==> src/rtl/sha_pkg.sv <==
// Package with SHA-256 types, constants and a rotate-right function.
package sha_pkg;

  typedef struct packed {
    logic       opcode;
    logic [7:0] data_byte;
  } sha_in_t;

  typedef struct packed {
    logic [31:0] digest_word;
    logic [2:0]  word_index;
    logic        last_word;
  } sha_out_t;

  localparam logic OpAbsorb   = 1'b0;
  localparam logic OpFinalize = 1'b1;

  // Commands from the controller to the datapath.
  typedef struct packed {
    logic       wr_byte;     // write data into buffer at fill position
    logic [7:0] wr_data;
    logic       pad_byte;    // write 0x80 at fill position, zero the rest of the word
    logic       zero_word;   // write zero into word wr_word
    logic       len_word;    // write a length word into word wr_word
    logic [3:0] wr_word;
    logic       comp_start;  // load schedule and round variables
    logic       comp_round;  // run one round
    logic       comp_add;    // add round variables into chaining value
    logic       len_inc;     // add 8 to the bit length
    logic       restart;     // back to initial chaining value, length and fill
    logic       shift_out;   // rotate chaining value by one word for output
  } sha_cmd_t;

  typedef struct packed {
    logic [5:0] fill;
    logic [5:0] round;
  } sha_sts_t;

  localparam logic [31:0] InitH [8] = '{
    32'h6a09e667, 32'hbb67ae85, 32'h3c6ef372, 32'ha54ff53a,
    32'h510e527f, 32'h9b05688c, 32'h1f83d9ab, 32'h5be0cd19
  };

  localparam logic [31:0] RoundK [64] = '{
    32'h428a2f98, 32'h71374491, 32'hb5c0fbcf, 32'he9b5dba5, 32'h3956c25b, 32'h59f111f1,
    32'h923f82a4, 32'hab1c5ed5, 32'hd807aa98, 32'h12835b01, 32'h243185be, 32'h550c7dc3,
    32'h72be5d74, 32'h80deb1fe, 32'h9bdc06a7, 32'hc19bf174, 32'he49b69c1, 32'hefbe4786,
    32'h0fc19dc6, 32'h240ca1cc, 32'h2de92c6f, 32'h4a7484aa, 32'h5cb0a9dc, 32'h76f988da,
    32'h983e5152, 32'ha831c66d, 32'hb00327c8, 32'hbf597fc7, 32'hc6e00bf3, 32'hd5a79147,
    32'h06ca6351, 32'h14292967, 32'h27b70a85, 32'h2e1b2138, 32'h4d2c6dfc, 32'h53380d13,
    32'h650a7354, 32'h766a0abb, 32'h81c2c92e, 32'h92722c85, 32'ha2bfe8a1, 32'ha81a664b,
    32'hc24b8b70, 32'hc76c51a3, 32'hd192e819, 32'hd6990624, 32'hf40e3585, 32'h106aa070,
    32'h19a4c116, 32'h1e376c08, 32'h2748774c, 32'h34b0bcb5, 32'h391c0cb3, 32'h4ed8aa4a,
    32'h5b9cca4f, 32'h682e6ff3, 32'h748f82ee, 32'h78a5636f, 32'h84c87814, 32'h8cc70208,
    32'h90befffa, 32'ha4506ceb, 32'hbef9a3f7, 32'hc67178f2
  };

  localparam logic [5:0] PadLimit = 6'd56;

  function automatic logic [31:0] rotr(input logic [31:0] x, input int n);
    rotr = (x >> n) | (x << (32 - n));
  endfunction

endpackage

==> src/rtl/sha256_streaming_hasher.sv <==
// Top level of the streaming SHA-256 engine.
// Input channel: in_valid_i/in_ready_o with in_data_i (opcode, data_byte).
// An absorb transfer appends one byte; every 64th byte
// starts a compression (load, 64 rounds on one round unit, add)
// during which in_ready_o is low.
// A finalize transfer pads the block, runs one or two compressions (two when
// 56 or more bytes are held), then sends eight digest words H0..H7 on the
// output channel out_valid_o/out_ready_i with out_data_o; the eighth word
// carries last_word. Before the first word come zero fill, length load and
// compression (for two blocks, after a first compression of the padded block);
// words follow one per cycle while the receiver is ready.
// If the receiver stalls, the output register holds its word and the
// engine waits; no input is taken until all eight words are sent.
// After the digest the engine returns to the initial hash state.
// Reset (rst_ni low) restores the initial chaining value, zero length and
// an empty block buffer.
module sha256_streaming_hasher import sha_pkg::*; (
  input  logic     clk_i,
  input  logic     rst_ni,
  input  logic     in_valid_i,
  output logic     in_ready_o,
  input  sha_in_t  in_data_i,
  output logic     out_valid_o,
  input  logic     out_ready_i,
  output sha_out_t out_data_o
);

  sha_cmd_t    cmd;
  sha_sts_t    sts;
  logic [31:0] h0;

  sha_control u_ctrl (
    .clk_i, .rst_ni, .in_valid_i, .in_ready_o, .in_data_i,
    .out_valid_o, .out_ready_i, .out_data_o,
    .cmd_o(cmd), .sts_i(sts), .h0_i(h0)
  );

  sha_datapath u_dp (
    .clk_i, .rst_ni, .cmd_i(cmd), .sts_o(sts), .h0_o(h0)
  );

`ifndef ASSERT_OFF
  a_no_in_while_out: assert property (@(posedge clk_i) disable iff (!rst_ni)
    out_valid_o |-> !in_ready_o) else $error("input taken during digest output");
  a_one_cmd: assert property (@(posedge clk_i) disable iff (!rst_ni)
    $onehot0({cmd.wr_byte, cmd.pad_byte, cmd.zero_word, cmd.len_word,
              cmd.comp_start, cmd.comp_round, cmd.comp_add}))
    else $error("conflicting datapath commands");
  a_last_idx: assert property (@(posedge clk_i) disable iff (!rst_ni)
    out_valid_o |-> (out_data_o.last_word == (out_data_o.word_index == 3'd7)))
    else $error("last flag mismatch");
`endif

endmodule

==> src/rtl/sha_datapath.sv <==
// Datapath: block buffer, message schedule, round variables and chaining value.
module sha_datapath import sha_pkg::*; (
  input  logic        clk_i,
  input  logic        rst_ni,
  input  sha_cmd_t    cmd_i,
  output sha_sts_t    sts_o,
  output logic [31:0] h0_o
);

  logic [31:0] buf_q [16];
  logic [31:0] w_q [16];
  logic [31:0] v_q [8];
  logic [31:0] h_q [8];
  logic [5:0]  fill_q, fill_d;
  logic [5:0]  round_q;
  logic [63:0] len_q;

  logic [3:0]  fw;
  logic [1:0]  fb;
  logic [31:0] w_cur, w_new, s0, s1, t1, t2, ch, maj, sig0, sig1;
  logic [31:0] pad_mask, pad_val;

  assign fw = fill_q[5:2];
  assign fb = fill_q[1:0];

  // Bytes at and after the pad position in the current word are cleared.
  always_comb begin
    unique case (fb)
      2'd0: begin pad_mask = 32'h0000_0000; pad_val = 32'h8000_0000; end
      2'd1: begin pad_mask = 32'hff00_0000; pad_val = 32'h0080_0000; end
      2'd2: begin pad_mask = 32'hffff_0000; pad_val = 32'h0000_8000; end
      default: begin pad_mask = 32'hffff_ff00; pad_val = 32'h0000_0080; end
    endcase
  end

  always_ff @(posedge clk_i) begin
    if (cmd_i.wr_byte) begin
      unique case (fb)
        2'd0: buf_q[fw][31:24] <= cmd_i.wr_data;
        2'd1: buf_q[fw][23:16] <= cmd_i.wr_data;
        2'd2: buf_q[fw][15:8]  <= cmd_i.wr_data;
        default: buf_q[fw][7:0] <= cmd_i.wr_data;
      endcase
    end else if (cmd_i.pad_byte) begin
      buf_q[fw] <= (buf_q[fw] & pad_mask) | pad_val;
    end else if (cmd_i.zero_word) begin
      buf_q[cmd_i.wr_word] <= '0;
    end else if (cmd_i.len_word) begin
      buf_q[cmd_i.wr_word] <= cmd_i.wr_word[0] ? len_q[31:0] : len_q[63:32];
    end
  end

  // Schedule window shifts by one word per round; entry 0 is w[t].
  assign sig0 = rotr(w_q[1], 7) ^ rotr(w_q[1], 18) ^ (w_q[1] >> 3);
  assign sig1 = rotr(w_q[14], 17) ^ rotr(w_q[14], 19) ^ (w_q[14] >> 10);
  assign w_new = sig1 + w_q[9] + sig0 + w_q[0];
  assign w_cur = w_q[0];

  assign s1  = rotr(v_q[4], 6) ^ rotr(v_q[4], 11) ^ rotr(v_q[4], 25);
  assign ch  = (v_q[4] & v_q[5]) ^ (~v_q[4] & v_q[6]);
  assign s0  = rotr(v_q[0], 2) ^ rotr(v_q[0], 13) ^ rotr(v_q[0], 22);
  assign maj = (v_q[0] & v_q[1]) ^ (v_q[0] & v_q[2]) ^ (v_q[1] & v_q[2]);
  assign t1  = v_q[7] + s1 + ch + RoundK[round_q] + w_cur;
  assign t2  = s0 + maj;

  always_ff @(posedge clk_i) begin
    if (cmd_i.comp_start) begin
      for (int i = 0; i < 16; i++) w_q[i] <= buf_q[i];
      for (int i = 0; i < 8; i++) v_q[i] <= h_q[i];
    end else if (cmd_i.comp_round) begin
      for (int i = 0; i < 15; i++) w_q[i] <= w_q[i+1];
      // Entry 15 holds w[t+16], computed from the current window.
      w_q[15] <= w_new;
      v_q[0] <= t1 + t2;
      v_q[1] <= v_q[0];
      v_q[2] <= v_q[1];
      v_q[3] <= v_q[2];
      v_q[4] <= v_q[3] + t1;
      v_q[5] <= v_q[4];
      v_q[6] <= v_q[5];
      v_q[7] <= v_q[6];
    end
  end

  always_comb begin
    fill_d = fill_q;
    if (cmd_i.restart) fill_d = '0;
    else if (cmd_i.wr_byte) fill_d = fill_q + 6'd1;
  end

  always_ff @(posedge clk_i or negedge rst_ni) begin
    if (!rst_ni) begin
      fill_q  <= '0;
      round_q <= '0;
      len_q   <= '0;
      for (int i = 0; i < 8; i++) h_q[i] <= InitH[i];
    end else begin
      fill_q <= fill_d;
      if (cmd_i.comp_start) round_q <= '0;
      else if (cmd_i.comp_round) round_q <= round_q + 6'd1;
      if (cmd_i.restart) len_q <= '0;
      else if (cmd_i.len_inc) len_q <= len_q + 64'd8;
      if (cmd_i.restart) begin
        for (int i = 0; i < 8; i++) h_q[i] <= InitH[i];
      end else if (cmd_i.comp_add) begin
        for (int i = 0; i < 8; i++) h_q[i] <= h_q[i] + v_q[i];
      end else if (cmd_i.shift_out) begin
        for (int i = 0; i < 7; i++) h_q[i] <= h_q[i+1];
        h_q[7] <= h_q[0];
      end
    end
  end

  assign sts_o.fill  = fill_q;
  assign sts_o.round = round_q;
  assign h0_o = h_q[0];

endmodule

==> src/rtl/sha_control.sv <==
// Controller state machine sequencing absorb, padding, compression and output.
module sha_control import sha_pkg::*; (
  input  logic        clk_i,
  input  logic        rst_ni,
  input  logic        in_valid_i,
  output logic        in_ready_o,
  input  sha_in_t     in_data_i,
  output logic        out_valid_o,
  input  logic        out_ready_i,
  output sha_out_t    out_data_o,
  output sha_cmd_t    cmd_o,
  input  sha_sts_t    sts_i,
  input  logic [31:0] h0_i
);

  localparam logic [2:0] StIdle  = 3'd0;
  localparam logic [2:0] StStart = 3'd1;
  localparam logic [2:0] StRound = 3'd2;
  localparam logic [2:0] StAdd   = 3'd3;
  localparam logic [2:0] StZero  = 3'd4;
  localparam logic [2:0] StLoad  = 3'd5;
  localparam logic [2:0] StOut   = 3'd6;

  logic [2:0] state_q, state_d;
  logic [3:0] word_q, word_d;   // zero-fill / output word counter
  logic       fin_q, fin_d;     // compressing as part of finalize
  logic       last_q, last_d;   // this compression carries the length
  logic       ov_q, ov_d;
  sha_out_t   out_q, out_d;
  logic       acc;

  // The last digest word must leave before a new transfer is taken.
  assign in_ready_o = (state_q == StIdle) && !ov_q;
  assign acc = in_valid_i && in_ready_o;
  assign out_valid_o = ov_q;
  assign out_data_o = out_q;

  always_comb begin
    state_d = state_q;
    word_d  = word_q;
    fin_d   = fin_q;
    last_d  = last_q;
    ov_d    = ov_q;
    out_d   = out_q;
    cmd_o   = '0;
    cmd_o.wr_data = in_data_i.data_byte;
    cmd_o.wr_word = word_q;
    if (ov_q && out_ready_i) ov_d = 1'b0;
    unique case (state_q)
      StIdle: begin
        if (acc) begin
          if (in_data_i.opcode == OpAbsorb) begin
            cmd_o.wr_byte = 1'b1;
            cmd_o.len_inc = 1'b1;
            fin_d = 1'b0;
            last_d = 1'b0;
            if (sts_i.fill == 6'd63) state_d = StStart;
          end else begin
            cmd_o.pad_byte = 1'b1;
            fin_d = 1'b1;
            last_d = (sts_i.fill < PadLimit);
            word_d = sts_i.fill[5:2] + 4'd1;
            state_d = (sts_i.fill[5:2] == 4'd15) ? StStart : StZero;
          end
        end
      end
      StZero: begin
        // Clear words after the pad word up to 13, or 15 if no length follows.
        if (word_q[3:2] == 2'b11 && word_q[1] && last_q) begin
          state_d = StLoad;
        end else begin
          cmd_o.zero_word = 1'b1;
          word_d = word_q + 4'd1;
          if (word_q == 4'd15) state_d = StStart;
        end
      end
      StLoad: begin
        cmd_o.len_word = 1'b1;
        word_d = word_q + 4'd1;
        if (word_q == 4'd15) state_d = StStart;
      end
      StStart: begin
        cmd_o.comp_start = 1'b1;
        state_d = StRound;
      end
      StRound: begin
        cmd_o.comp_round = 1'b1;
        if (sts_i.round == 6'd63) state_d = StAdd;
      end
      StAdd: begin
        cmd_o.comp_add = 1'b1;
        if (!fin_q) begin
          state_d = StIdle;
        end else if (!last_q) begin
          // Second block: zeros and the length.
          last_d = 1'b1;
          word_d = '0;
          state_d = StZero;
        end else begin
          word_d = '0;
          state_d = StOut;
        end
      end
      StOut: begin
        if (!ov_d) begin
          ov_d = 1'b1;
          out_d.digest_word = h0_i;
          out_d.word_index  = word_q[2:0];
          out_d.last_word   = (word_q[2:0] == 3'd7);
          cmd_o.shift_out = 1'b1;
          word_d = word_q + 4'd1;
          if (word_q[2:0] == 3'd7) begin
            state_d = StIdle;
            cmd_o.shift_out = 1'b0;
            cmd_o.restart = 1'b1;
          end
        end
      end
      default: state_d = StIdle;
    endcase
  end

  always_ff @(posedge clk_i or negedge rst_ni) begin
    if (!rst_ni) begin
      state_q <= StIdle;
      word_q  <= '0;
      fin_q   <= 1'b0;
      last_q  <= 1'b0;
      ov_q    <= 1'b0;
    end else begin
      state_q <= state_d;
      word_q  <= word_d;
      fin_q   <= fin_d;
      last_q  <= last_d;
      ov_q    <= ov_d;
    end
  end

  always_ff @(posedge clk_i) begin
    out_q <= out_d;
  end

endmodule
==> config.mk <==
export PLATFORM = sky130hd
export DESIGN_NAME = sha256_streaming_hasher
export DESIGN_NICKNAME = d
export VERILOG_FILES = /design/src/rtl/sha_pkg.sv /design/src/rtl/sha256_streaming_hasher.sv /design/src/rtl/sha_datapath.sv /design/src/rtl/sha_control.sv
export SDC_FILE = /design/constraint.sdc
export NUM_CORES = 2
export LEC_CHECK = 0
export ABC_AREA = 1
export BUFFER_PORTS_ARGS = -buffer_cell sky130_fd_sc_hd__buf_2
export CORE_MARGIN = 8
export CORE_UTILIZATION = 45
export DETAILED_ROUTE_END_ITERATION = 8
export PLACE_DENSITY = 0.6
export SLEW_MARGIN = 10
export SYNTH_ARGS = -nofsm -noshare
export SYNTH_HDL_FRONTEND = slang
export SYNTH_SLANG_ARGS = --single-unit
==> constraint.sdc <==
create_clock -name clk_i -period 35.6 [get_ports clk_i]
set_clock_uncertainty 0.15 [all_clocks]
set_input_delay 7.12 -clock clk_i [delete_from_list [all_inputs] [get_ports clk_i]]
set_output_delay 7.12 -clock clk_i [all_outputs]
set_load 0.01 [all_outputs]
==> impl_metrics.csv <==
group,metric,value,unit
logic_synthesis,synth_flop_cell,"edfxtp_1",
setup_path,crit_family,"simple AND/OR/NAND/NOR gates",
logic_synthesis,synth_cells,12000,
cells_and_area,syn2layout_area_growth,9.12,%
hold_path,hold_depth,2,
floorplan,rows,175,
setup_path,cp-end-kind,"flop",
setup_path,crit_path_max_incr_delay,930,ps
setup_path,crit_top_cell,"inv_2",
floorplan,core-area,0.227,mm²
logic_synthesis,synth_edf_count,1316,
clock_tree,cts_buffers,187,
setup_path,critical_path_class,"in2reg",
flow_run,cap_violations,0,
clock_tree,cts-root-buf,"clkbuf_16",
timing,drv_slew,0,
placement,hpwlAfterDp,318000,µm
clock_tree,h-tree-depth,4,
floorplan,die_y,493,µm
cells_and_area,drive_gt1_frac,0.0579,
timing,fmax,0.0970,GHz
routing,vias,89600,
logic_synthesis,syn_nets,12600,
global_routing,grtUsageTotal,0.335,
routing,viasPerCell,5.95,
floorplan,die_x,493,µm
clock_tree,clk_latency,890,ps
placement,portBuffers,50,
placement,gp_congestion,1.01,
routing,antenna_left,0,
timing,rsz0062_at_grt,"false",
setup_path,cp_num_buf_inv,6,
floorplan,initial_utilization,0.452,
logic_synthesis,synth_top_area_frac,0.386,
hold_path,min_to,"u_dp.w_q[0][35]",
clock_tree,hold_buffers,0,
routing,first_pass_iters,9,
timing,fin_setup_tns,0,ps
floorplan,dieArea,0.243,mm²
logic_synthesis,synth_warnings,0,
timing,setup_viol,0,
global_routing,grt_first_pass_wirelength,600000,µm
setup_path,worst_ep_required_time,36140,ps
logic_synthesis,async_flop_share,0.205,
clock_tree,ctsResizeCount,0,
global_routing,grt_max_degree,181,
timing,min_period_over_period,0.290,
setup_path,cp.depth,13,
setup_path,crit_fanout,87,
timing,tightestPinTransition,1270,ps
setup_path,worstRegToRegCells,33,
setup_path,start_kind,"input port",
floorplan,io_pins,51,
timing,min_period,10310,ps
cells_and_area,utilization,0.493,
logic_synthesis,synth_area,0.102,mm²
clock_tree,clkSinkCount,1655,
setup_path,arrival,10850,ps
clock_tree,clk_pin_slew,60,ps
hold_path,hold_path.startpoint,"u_dp.buf_q[1][3]",
setup_path,r2r_end,"u_dp.v_q[0][19]",
global_routing,grt-ovfl-total,0,
routing,first_iter_violations,11000,
logic_synthesis,synth.area.top_cells,"edfxtp_1 39%, nand2_1 11%, o21ai_0 6.1%, inv_1 5.2%, dfrtp_1 5.0%",
setup_path,crit_chain,"buf_2 -> or2_1 -> inv_2 -> nor2_4 -> inv_2 -> nor2_2 -> inv_2 -> buf_4 -> nand2_8 -> buf_4 -> a21oi_1 -> o21ai_0 -> o21ai_0",
timing,relSlewSlack,0.152,
setup_path,r2r_start,"u_dp.round_q[4]",
routing,routed_wirelength,421000,µm
run_status,status,"complete, no violations",
logic_synthesis,synth_top_area_cell,"edfxtp_1",
logic_synthesis,synth.distinct_cells,70,
routing,wl_per_cell,28.0,µm
cells_and_area,num-nets-final,12500,
hold_path,hp-class,"reg2reg",
logic_synthesis,synth-seq-area-share,0.470,
clock_tree,clockBufferDepth,3,
global_routing,antenna_found_initial,25,
setup_path,slowest_stage,"nor2_2",
setup_path,rrSetupSlack,25510,ps
clock_tree,cts_tree,"built",
logic_synthesis,synth_seq_cells,1655,
logic_synthesis,syn_area_per_cell,8.53,µm²
timing,hold_viol_final,0,
logic_synthesis,synth.most_common_cell,"nand2_1",
logic_synthesis,synth_common_cells,"2992 x nand2_1, 1421 x inv_1, 1316 x edfxtp_1",
routing,drc_errors,0,
global_routing,first_global_vias,84500,
clock_tree,cts_setup_buffers,0,
-- sequential cells by signal (all words and copies together), names as in the netlist --
register	cells
u_ctrl.fin_q	1
u_ctrl.last_q	1
u_ctrl.out_data_o	36
u_ctrl.out_valid_o	1
u_ctrl.state_q	3
u_ctrl.word_q	4
u_dp.buf_q	512
u_dp.fill_q	6
u_dp.h0_o	32
u_dp.h_q	224
u_dp.len_q	61
u_dp.round_q	6
u_dp.v_q	256
u_dp.w_q	512
-- cells by family after synthesis --
| family | synth area share |
|---|---|
| AND/OR/NAND/NOR | 0.186 |
| AO/OA/AOI/OAI | 0.150 |
| buffers and inverters | 0.0722 |
| flip-flops | 0.470 |
| adder cells (fa/ha/maj) | 0.0866 |
| XOR/XNOR | 0.0321 |
| multiplexers | 0.00260 |
-- how the worst max path moves through the flow --
stage	start	endpoint	slack (ps)
2_1_floorplan	u_ctrl.state_q[2]	u_dp.v_q[0][0]	16660
3_3_place_gp	out_ready_i	u_dp.h_q[151]	24620
3_5_place_dp	out_ready_i	u_dp.h0_o[18]	24580
4_1_cts	out_ready_i	u_dp.h0_o[7]	25500
5_1_grt	u_dp.round_q[4]	u_dp.v_q[0][19]	25210
6_report	out_ready_i	u_dp.h0_o[7]	25290
-- layout make-up --
class / count / area [µm²]
inverter: 1443 / 5440
fill: 21800 / 115000
sequential: 1655 / 48200
antenna: 9 / 22.5
timing repair buffer: 150 / 1100
tap: 3009 / 3760
clock buffer: 234 / 4980
multi-input combinational: 8427 / 47000
clock inverter: 117 / 1310
-- layer usage --
layer,global-route usage,routed length (µm),up-vias
li1,-,-,40300
met3,0.0722,42000,833
met2,0.504,182000,4629
met4,0.151,22300,8
met1,0.464,175000,43800
met5,0,64,-
-- tightest hold or removal path, delay by kind of cell, from the launching register on --
family / cells / cell delay, ps
DFF: 1 / 320
and+or+nand+nor: 2 / 90
-- metrics by stage --
stage | worst slack, ps | instances | hold WS [ps] | area, µm²
floorplan | 16660 | 12000 | 270 | 102000
global placement | 24620 | 14700 | 330 | 105000
detailed placement | 24580 | 14700 | 343 | 105000
CTS | 25500 | 15000 | 349 | 112000
global route | 25210 | 15000 | 371 | 112000
finish | 25290 | 15000 | 343 | 112000
-- cell usage in the layout, fill, tap and decap left out, drive strengths merged, types with 42 or more instances in the layout --
cell type	Yosys	layout
a21o	55	55
a21oi	938	938
a22oi	80	80
a31oi	64	64
buf	142	150
clkbuf	340	234
clkinv	5	85
dfrtp	203	203
dfstp	136	136
edfxtp	1316	1316
fa	195	195
ha	396	396
inv	1438	1449
nand2	2995	2995
nand3	530	530
nand4	148	148
nor2	779	779
nor3	104	104
o211ai	102	102
o21ai	1252	1252
o21bai	81	81
o22ai	42	42
xnor2	163	163
xor2	213	213
Power is left out: the tool's default activity adds up to more than one toggle a clock period on the data nets, which glitch-free logic cannot reach.
